[config.mk]
export PLATFORM = sky130hd
export DESIGN_NAME = rotating_fifo_bank_level_unit
export DESIGN_NICKNAME = d
export VERILOG_FILES = /design/src/hw/rtl/rfbl_pkg.sv /design/src/hw/rtl/rotating_fifo_bank_level_unit.sv
export SDC_FILE = /design/constraint.sdc
export NUM_CORES = 2
export LEC_CHECK = 0
export ABC_AREA = 0
export BUFFER_PORTS_ARGS = -buffer_cell sky130_fd_sc_hd__buf_2
export CORE_MARGIN = 4
export CORE_UTILIZATION = 40
export DETAILED_ROUTE_END_ITERATION = 7
export PLACE_DENSITY = 0.61
export SYNTH_ARGS = -nofsm -noshare
export SYNTH_HDL_FRONTEND = slang
export SYNTH_MEMORY_MAX_BITS = 65536
export SYNTH_SLANG_ARGS = --single-unit
export TNS_END_PERCENT = 30
[constraint.sdc]
create_clock -name clk -period 6 [get_ports clk]
set_input_delay 0.3 -clock clk [delete_from_list [all_inputs] [get_ports clk]]
set_output_delay 0.3 -clock clk [all_outputs]
set_load 0.02 [all_outputs]
[src/hw/rtl/rfbl_pkg.sv]
package rfbl_pkg;

  localparam int NUM_FIFOS_DEF   = 4;
  localparam int FIFO_DEPTH_DEF  = 64;
  localparam int HANDLE_BITS_DEF = 16;

  typedef enum logic [1:0] {
    KIND_ENQ = 2'd0,
    KIND_DEQ = 2'd1,
    KIND_ADV = 2'd2,
    KIND_SET = 2'd3
  } kind_t;

endpackage

[src/hw/rtl/rotating_fifo_bank_level_unit.sv]
// One calendar-queue level: a bank of NUM_FIFOS handle FIFOs with a serving pointer.
// Input: an item transfers at a rising edge with start high and busy low. in_kind
// selects enqueue into FIFO in_fifo_index, dequeue from the serving FIFO, advance
// the serving pointer (wrapping) or set it to in_fifo_index.
// Output: every item gives one result, shown for exactly one cycle with out_strobe
// high; it transfers at the edge that ends that cycle. The receiver cannot stall.
// Timing: after the accepting edge the item passes through ST_UPD and ST_OUT, with
// busy high in both; out_strobe rises as the state returns to ST_IDLE, so a new item can
// be accepted in the cycle that shows the previous result.
// This sequence is set by the metadata RAM's one read port: one read of the target
// queue's head/tail/length, then the write-back alongside a read of the serving
// queue, then the result register. Handles sit in a separate NUM_FIFOS*FIFO_DEPTH
// entry RAM.
// Reset (synchronous, rst_n low) empties all queues, sets the pointer and the
// level count to zero and drops any item in flight. Metadata entries carry valid
// bits, so no clearing pass is needed; the handle RAM is never cleared.
module rotating_fifo_bank_level_unit #(
  parameter int NUM_FIFOS   = rfbl_pkg::NUM_FIFOS_DEF,
  parameter int FIFO_DEPTH  = rfbl_pkg::FIFO_DEPTH_DEF,
  parameter int HANDLE_BITS = rfbl_pkg::HANDLE_BITS_DEF
) (
  input  logic        clk,
  input  logic        rst_n,
  input  logic        start,
  output logic        busy,
  input  logic [1:0]  in_kind,
  input  logic [1:0]  in_fifo_index,
  input  logic [15:0] in_packet_handle,
  output logic        out_strobe,
  output logic        out_packet_valid,
  output logic [15:0] out_packet_out,
  output logic        out_overflow,
  output logic [1:0]  out_serving_index,
  output logic [6:0]  out_serving_length,
  output logic        out_serving_empty,
  output logic [8:0]  out_level_count
);

  localparam int PW  = $clog2(NUM_FIFOS);
  localparam int AW  = $clog2(FIFO_DEPTH);
  localparam int LW  = $clog2(FIFO_DEPTH + 1);
  localparam int SAW = $clog2(NUM_FIFOS * FIFO_DEPTH);
  localparam int TW  = $clog2(NUM_FIFOS * FIFO_DEPTH + 1);
  localparam int SW  = (HANDLE_BITS < 16) ? HANDLE_BITS : 16;

  localparam logic [AW:0]    DEPTH_W = (AW + 1)'(FIFO_DEPTH);
  localparam logic [LW-1:0]  DEPTH_L = LW'(FIFO_DEPTH);
  localparam logic [SAW-1:0] DEPTH_S = SAW'(FIFO_DEPTH);
  localparam logic [PW-1:0]  LAST_Q  = PW'(NUM_FIFOS - 1);

  typedef struct packed {
    logic [AW-1:0] head;
    logic [AW-1:0] tail;
    logic [LW-1:0] len;
  } meta_t;

  typedef enum logic [1:0] {
    ST_IDLE,
    ST_UPD,
    ST_OUT
  } state_t;

  function automatic logic [AW-1:0] wrap_pos(input logic [AW-1:0] p);
    logic [AW:0] n;
    n = {1'b0, p} + 1'b1;
    return (n >= DEPTH_W) ? '0 : n[AW-1:0];
  endfunction

  state_t              state_r;
  rfbl_pkg::kind_t     kind_r;
  logic                idx_ok_r;
  logic [PW-1:0]       q_r;
  logic [SW-1:0]       hnd_r;
  logic [PW-1:0]       ptr_r;
  logic [TW-1:0]       total_r;
  logic [NUM_FIFOS-1:0] meta_vld_r;
  logic                pv_r;
  logic                ovf_r;
  logic                fwd_r;
  logic [LW-1:0]       fwd_len_r;

  logic                out_strobe_r;
  logic                out_pv_r;
  logic [15:0]         out_pkt_r;
  logic                out_ovf_r;
  logic [1:0]          out_idx_r;
  logic [6:0]          out_len_r;
  logic                out_empty_r;
  logic [8:0]          out_cnt_r;

  // metadata RAM: one read port, one write port
  meta_t               meta_mem [NUM_FIFOS];
  meta_t               meta_rd_r;
  logic                meta_rdv_r;
  logic [PW-1:0]       meta_raddr;
  logic                meta_we;
  meta_t               meta_new;

  // handle RAM: one address, read or write
  logic [SW-1:0]       store_mem [NUM_FIFOS * FIFO_DEPTH];
  logic [SW-1:0]       store_rd_r;
  logic [SAW-1:0]      store_addr;
  logic                store_we;

  rfbl_pkg::kind_t     in_kind_c;
  logic                idx_ok;
  logic [PW-1:0]       ptr_adv;
  logic [PW-1:0]       ptr_nxt;
  logic [PW-1:0]       q_sel;
  logic                accept;
  meta_t               meta_cur;
  logic                enq_ok;
  logic                deq_ok;
  logic [AW-1:0]       pos;
  logic [LW-1:0]       srv_len;

  assign busy      = (state_r != ST_IDLE);
  assign accept    = start && !busy;
  assign in_kind_c = rfbl_pkg::kind_t'(in_kind);
  assign idx_ok    = ({30'b0, in_fifo_index} < 32'(NUM_FIFOS));
  assign ptr_adv   = (ptr_r == LAST_Q) ? '0 : ptr_r + 1'b1;

  always_comb begin
    ptr_nxt = ptr_r;
    q_sel   = ptr_r;
    case (in_kind_c)
      rfbl_pkg::KIND_ENQ: begin
        if (idx_ok) q_sel = PW'(in_fifo_index);
      end
      rfbl_pkg::KIND_DEQ: begin
        q_sel = ptr_r;
      end
      rfbl_pkg::KIND_ADV: begin
        ptr_nxt = ptr_adv;
        q_sel   = ptr_adv;
      end
      rfbl_pkg::KIND_SET: begin
        if (idx_ok) begin
          ptr_nxt = PW'(in_fifo_index);
          q_sel   = PW'(in_fifo_index);
        end
      end
      default: begin
        q_sel = ptr_r;
      end
    endcase
  end

  // read-modify-write of the target queue, valid in ST_UPD
  always_comb begin
    meta_cur = meta_rdv_r ? meta_rd_r : '0;
    enq_ok   = (kind_r == rfbl_pkg::KIND_ENQ) && idx_ok_r && (meta_cur.len < DEPTH_L);
    deq_ok   = (kind_r == rfbl_pkg::KIND_DEQ) && (meta_cur.len != '0);
    meta_new = meta_cur;
    if (enq_ok) begin
      meta_new.tail = wrap_pos(meta_cur.tail);
      meta_new.len  = meta_cur.len + 1'b1;
    end else if (deq_ok) begin
      meta_new.head = wrap_pos(meta_cur.head);
      meta_new.len  = meta_cur.len - 1'b1;
    end
  end

  assign meta_we    = (state_r == ST_UPD) && (enq_ok || deq_ok);
  assign meta_raddr = (state_r == ST_IDLE) ? q_sel : ptr_r;
  assign pos        = enq_ok ? meta_cur.tail : meta_cur.head;
  assign store_addr = SAW'(q_r) * DEPTH_S + SAW'(pos);
  assign store_we   = (state_r == ST_UPD) && enq_ok;
  assign srv_len    = fwd_r ? fwd_len_r : (meta_rdv_r ? meta_rd_r.len : '0);

  always_ff @(posedge clk) begin
    if (meta_we) meta_mem[q_r] <= meta_new;
    meta_rd_r  <= meta_mem[meta_raddr];
    meta_rdv_r <= meta_vld_r[meta_raddr];
  end

  always_ff @(posedge clk) begin
    if (store_we) store_mem[store_addr] <= hnd_r;
    store_rd_r <= store_mem[store_addr];
  end

  always_ff @(posedge clk) begin
    if (!rst_n) begin
      state_r      <= ST_IDLE;
      ptr_r        <= '0;
      total_r      <= '0;
      meta_vld_r   <= '0;
      out_strobe_r <= 1'b0;
    end else begin
      out_strobe_r <= 1'b0;
      case (state_r)
        ST_IDLE: begin
          if (accept) begin
            kind_r   <= in_kind_c;
            idx_ok_r <= idx_ok;
            q_r      <= q_sel;
            hnd_r    <= in_packet_handle[SW-1:0];
            ptr_r    <= ptr_nxt;
            state_r  <= ST_UPD;
          end
        end
        ST_UPD: begin
          if (meta_we) meta_vld_r[q_r] <= 1'b1;
          if (enq_ok) begin
            total_r <= total_r + 1'b1;
          end else if (deq_ok && (total_r != '0)) begin
            total_r <= total_r - 1'b1;
          end
          pv_r      <= deq_ok;
          ovf_r     <= (kind_r == rfbl_pkg::KIND_ENQ) && !enq_ok;
          // serving queue read races the write-back of the same entry
          fwd_r     <= meta_we && (ptr_r == q_r);
          fwd_len_r <= meta_new.len;
          state_r   <= ST_OUT;
        end
        ST_OUT: begin
          out_strobe_r <= 1'b1;
          out_pv_r     <= pv_r;
          out_pkt_r    <= pv_r ? 16'(store_rd_r) : 16'd0;
          out_ovf_r    <= ovf_r;
          out_idx_r    <= 2'(ptr_r);
          out_len_r    <= 7'(srv_len);
          out_empty_r  <= (srv_len == '0);
          out_cnt_r    <= 9'(total_r);
          state_r      <= ST_IDLE;
        end
        default: begin
          state_r <= ST_IDLE;
        end
      endcase
    end
  end

  assign out_strobe         = out_strobe_r;
  assign out_packet_valid   = out_pv_r;
  assign out_packet_out     = out_pkt_r;
  assign out_overflow       = out_ovf_r;
  assign out_serving_index  = out_idx_r;
  assign out_serving_length = out_len_r;
  assign out_serving_empty  = out_empty_r;
  assign out_level_count    = out_cnt_r;

endmodule

======== After elaboration in Yosys (flattened, before gate mapping) ========
Memories as Yosys holds them, arrays and structs flattened. A register that Yosys moved wholly into a read port is not among the register bits.
Index checks and enable logic that the tools add are counted.
storage, ports and cells
  word-level logic and storage cells ...... 102
  memories kept ........................... 2
  memory bits (writable) .................. 4,172
  input bits .............................. 23
  output and inout port bits .............. 39
  flip-flop bits (word level) ............. 86
memories
  memory     words  bits a word  read ports  clocked after Yosys merged registers in  wr ports  line                                  RTL
  store_mem  256    16           1           1                                        1         rotating_fifo_bank_level_unit.sv:100  logic [SW-1:0] store_mem [NUM_FIFOS * FIFO_DEPTH];
  meta_mem   4      19           1           1                                        1         rotating_fifo_bank_level_unit.sv:92   meta_t meta_mem [NUM_FIFOS];
operators by class
  eq/ne operators ......................... 9
  muxes and demuxes ....................... 28
  order comparisons ....................... 6
  add/sub/neg operators ................... 8
  bitwise logic cells ..................... 1
  reductions and logical operators ........ 28
operators by type and width
  operator                                                     count
  two-way mux 6 bit                                            6
  two-way mux 7 bit                                            4
  two-way mux 19 bit                                           1
  two-way mux 9 bit                                            2
  adder 6 x 1 -> 7 bit (second input constant)                 2
  greater-or-equal comparator 7 bit (second input constant)    2
  adder 9 x 1 -> 9 bit (second input constant)                 1
  logical AND 1 bit                                            9
  nonzero test 9 bit                                           1
  subtractor 9 x 1 -> 9 bit (second input constant)            1
  adder 8 x 6 -> 8 bit                                         1
  equality test 2 bit (second input constant)                  4
  case mux 2 bit (2 select lines)                              2
  AND reduction 2 bit                                          4
  adder 7 x 1 -> 7 bit (second input constant)                 1
  logical NOT 7 bit                                            1
  less-than comparator 7 bit (second input constant)           1
  two-way mux 1 bit                                            7
  nonzero test 7 bit                                           1
  subtractor 7 x 1 -> 7 bit (second input constant)            1
  equality test 2 x 1 -> 1 bit (second input constant)         3
  logical NOT 2 bit                                            3
  less-than comparator 2 x 3 -> 1 bit (second input constant)  2
  two-way mux 2 bit                                            3
  13 further kinds                                             17

======== Depth between registers and ports, before layout ========
  depth in word-level cells ............... 7
  depth in mapped cells ................... 14
  depth with buffers taken out ............ 11

======== Worst setup path after synthesis ========
OpenSTA, ideal clock, no wires.
  path type ............................... flip-flop to flip-flop
  from .................................... register hnd_r[0]
  to ...................................... memory store_mem[0][0] (netlist bit), data pin
  arrival time ............................ 3,228 ps
  slack ................................... 1,954 ps
  buffers on the path ..................... 0
  period minus slack after synthesis ...... 4,046 ps
  required time ........................... 5,183 ps
  cell stages (with the launch flop) ...... 1
  library setup time ...................... 817 ps
  path through ............................ edfxtp_1
RTL lines
  what                    line                                  RTL
  start, declared         rotating_fifo_bank_level_unit.sv:73   logic [SW-1:0] hnd_r;
  start signal, assigned  rotating_fifo_bank_level_unit.sv:197  hnd_r <= in_packet_handle[SW-1:0];
  end, declared           rotating_fifo_bank_level_unit.sv:100
Straight into the memory's write port.

======== Worst setup path in the final report ========
  from .................................... register kind_r[0]
  to ...................................... register store_rd_r[3], read port of store_mem
on the way
  cells in the longest elaborated chain, start to end .. 4
ends and longest elaborated chain
  what                    line                                  RTL
  start, declared         rotating_fifo_bank_level_unit.sv:70   rfbl_pkg::kind_t kind_r;
  start signal, assigned  rotating_fifo_bank_level_unit.sv:194  kind_r <= in_kind_c;
  logical NOT 2 bit       rotating_fifo_bank_level_unit.sv:152  enq_ok = (kind_r == rfbl_pkg::KIND_ENQ) && idx_ok_r && (meta_cur.len < DEPTH_L);
  logical AND 1 bit       rotating_fifo_bank_level_unit.sv:152
  two-way mux 6 bit       rotating_fifo_bank_level_unit.sv:166  assign pos = enq_ok ? meta_cur.tail : meta_cur.head;
  adder 8 x 6 -> 8 bit    rotating_fifo_bank_level_unit.sv:167  assign store_addr = SAW'(q_r) * DEPTH_S + SAW'(pos);
  end, declared           rotating_fifo_bank_level_unit.sv:101  logic [SW-1:0] store_rd_r;
No other way between the ends.
A chain may end at the register's enable or synchronous reset.

==> metrics.md <==
| Metric | Value |
|---|---|
| Clock Skews | 0.0901 ns |
| # setup viols final | 0 |
| Post-DP HPWL | 295000 um |
| Final WL | 499000 um |
| WL per Instance | 27.1 um |
| Sequential area share after synthesis | 76.7% |
| Clk root buf | clkbuf_16 |
| Post-synth EDFFs | 4239 |
| Area contributors post-synth | edfxtp_1, nand2_1, nand3_1, mux2i_1, a21oi_1 |
| Count of different cell masters after synthesis | 81 |
| Vias in the first global route | 97600 |
| Leakage | 0.0626 uW |
| I/O pin count | 62 |
| Critical path's largest stage delay | 1.08 ns |
| Ys Warns | 0 |
| Die H | 655 um |
| Worst-Margin Slew | 1.50 ns |
| Initial Util | 40.2% |
| P&R area growth vs syn | 13.8% |
| Final-report hold violation count | 0 |
| Synth Flop Type | edfxtp_1 |
| Final Max Slew Viols | 0 |
| Final min period | 5.32 ns |
| Layout cells sized above 1 | 11.2% |
| Core Footprint | 0.417 sq mm |
| Buffers & Inverters on Critical Path | 2 |
| CP Max Fanout | 119 |
| Crit path required time | 6.93 ns |
| Initial antenna violation count | 30 |
| Synth async-reset ratio | 0% |
| Worst setup endpoint | store_rd_r[3]$_DFF_P_ |
| Syn Area/Cell | 13.7 sq um |
| Routed vias | 105000 |
| Fill count | 36200 |
| Cell Rows | 237 |
| Die area | 0.429 sq mm |
| Worst setup path startpoint | kind_r[0]$_DFFE_PP_ |
| Post-synthesis register bit count | 4293 |
| Pin count of the biggest net entering global routing | 182 |
| Layout Nets | 12600 |
| Drc violations | 0 |
| Status | complete, but fails checks |
| Skew-Pair Late Insertion Delay | 1.02 ns |
| Flop2flop setup slack | 0.68 ns |
| CP Depth | 10 |
| CTS Buf Count | 429 |
| CP Launch Type | register |
| Final TNS setup | 0 ns |
| H-tree depth | 5 |
| Gr usage total | 22.7% |
| Failing checks | max-capacitance violations |
| Clock-pin slew on the worst setup and hold paths | 0.06 ns |
| Most frequent cell after synthesis | edfxtp_1 |
| Most instantiated cells after synthesis | edfxtp_1, nand2_1, nand3_1 |
| HP Class | input pin to register |
| Crit. End Element | register |
| Synth top area share | 76.1% |
| DR vias/cell | 5.67 |
| Worst path cell trace | nor3_4, mux2i_4, buf_4, buf_12, nand2_1, nand3_1, a21oi_1, nor4_1, o211ai_1, nand4_1 |
| Synth Cell Area | 0.167 sq mm |
| Worst EP arrival | 6.25 ns |
| Final non-filler cell total | 18500 |
| Hold slack | 0.0793 ns |
| Clock Path Buffers | 4 |
| Syn nets | 12300 |
| Util after Layout | 45.7% |
| CTS tree | yes |
| Clock Sinks | 4293 |
| Port bufs | 61 |
| Max-Slew Margin vs Limit | 0.00870% |
| Worst Hold Depth | 2 |
| Worst R2R Start | kind_r[0]$_DFFE_PP_ |
| Delay-heaviest family, CP | simple AND/OR/NAND/NOR gates |
| DR pass1 iterations | 7 |
| Slowest-stage cell, CP | nor4_1 |
| Starting DRT DRC Count | 14700 |
| Routability congestion estimate from global placement | 0.917 |
| RSZ-0062 raised after global routing | false |
| Worst r2r path cells | 10 |
| Total of max-cap violations | 2 |
| Maximum vdd drop | 0.277 mV |
| Global route total overflow | 0 |
| Die X-Extent | 655 um |
| Cells after Synth | 12200 |
| Setup Buffers After CTS | 0 |
| R2r endpoint | store_rd_r[3]$_DFF_P_ |
| First-pass GRT wire length | 712000 um |
| Fmax | 188 MHz |
| Setup CP Type | register to register |
| Pwr dens | 331 mW/mm^2 |
| Fin crit share | 88.7% |
| Cell taking the most area after synthesis | edfxtp_1 |
| Antenna Nets Post-Route | 0 |
| Power consumption | 63100 uW |
| Dpl cells | 17600 |
[sequential cells by signal (all words and copies together) (netlist names), 2 cells and up]
register and flops:
store_mem 4096, meta_mem 76, meta_rd_r 19, hnd_r 16
out_packet_out 16, store_rd_r 16, out_level_count 9, total_r 9
fwd_len_r 7, out_serving_length 7, meta_vld_r 4, kind_r 2
out_serving_index 2, ptr_r 2, q_r 2, state_r 2
[cell families (layout without fill, tap and decap cells)]
family                     after synthesis  after routing  share of synthesized area (%)
other                                    0             27                              0
adders and majority gates               16             16                          0.124
xor gates and xnor gates                16             16                         0.0837
muxes                                  258            258                           1.82
AOI/OAI and AO/OA                      927            927                           3.73
buffers and inverters                  780           1469                           2.20
DFF                                   4293           4293                           76.7
and+or+nand+nor                       5951           5951                           15.3
[stage by stage]
| stage | setup slack, ns | area [sq um] |
|---|---|---|
| after floorplan | 1.95 | 167000 |
| after global placement | 0.789 | 177000 |
| after detailed placement | 0.756 | 177000 |
| after CTS | 0.812 | 190000 |
| after global routing | 0.493 | 190000 |
| final | 0.677 | 191000 |
[report_power, final]
group | switching [uW] | total (uW) | leakage (uW) | internal, uW
clock network | 11500 | 25800 | 0.00653 | 14300
logic | 3170 | 4210 | 0.0175 | 1050
registers | 180 | 33100 | 0.0386 | 32900
[cell type report]
class	instances	area [sq um]	share of cell area, %
Clock buffer	542	11200	5.88
Antenna cell	27	67.6	0.0355
Sequential cell	4293	128000	67.4
Clock inverter	247	2220	1.16
Multi-Input combinational cell	7168	36000	18.9
Tap cell	5497	6880	3.61
Inverter	15	56.3	0.0296
Timing Repair Buffer	665	5700	2.99
[layer usage]
metal	wire, um	share of wire, %	GRT usage, %
met5	23	0.0046	0
met4	25900	5.2	10.6
met3	49300	9.9	4.63
met2	227000	45	34.9
met1	197000	40	30.9
[timing repair]
action,in CTS,in global routing
gates resized for setup,0,0
hold buffers,25,0
hold endpoints to repair,41,0
[how the worst min path moves through the flow]
stage,from,endpoint
floorplan,in_packet_handle[0],hnd_r[0]$_DFFE_PP_
global placement,ovf_r$_DFFE_PP_,out_overflow$_DFFE_PP_
detailed placement,ovf_r$_DFFE_PP_,out_overflow$_DFFE_PP_
CTS,in_packet_handle[10],hnd_r[10]$_DFFE_PP_
global route,in_packet_handle[9],hnd_r[9]$_DFFE_PP_
finish,in_packet_handle[6],hnd_r[6]$_DFFE_PP_
[placed cells by master (no fill, tap or decap), types with 25 or more instances in the layout]
master and count:
buf_4 515, nand2_1 3465, nor2_1 268, bufinv_16 25, a22oi_1 109, nor4_1 51, a2111oi_0 40, nand3_1 1697
nand4_1 158, o22ai_1 31, a21oi_1 343, nor2_2 75, and2_1 38, dlygate4sd3_1 25, diode_2 27, o211ai_1 50
a31oi_1 58, buf_2 61, dfxtp_1 53, a211oi_1 36, mux2i_1 210, a41oi_1 127, clkinv_1 108, mux4_2 35
clkbuf_1 109, clkinv_2 76, nor4_2 44, buf_12 64, clkbuf_16 430, nor3_1 55, edfxtp_1 4239, o21ai_0 35
(Power assumes the default switching activity.)
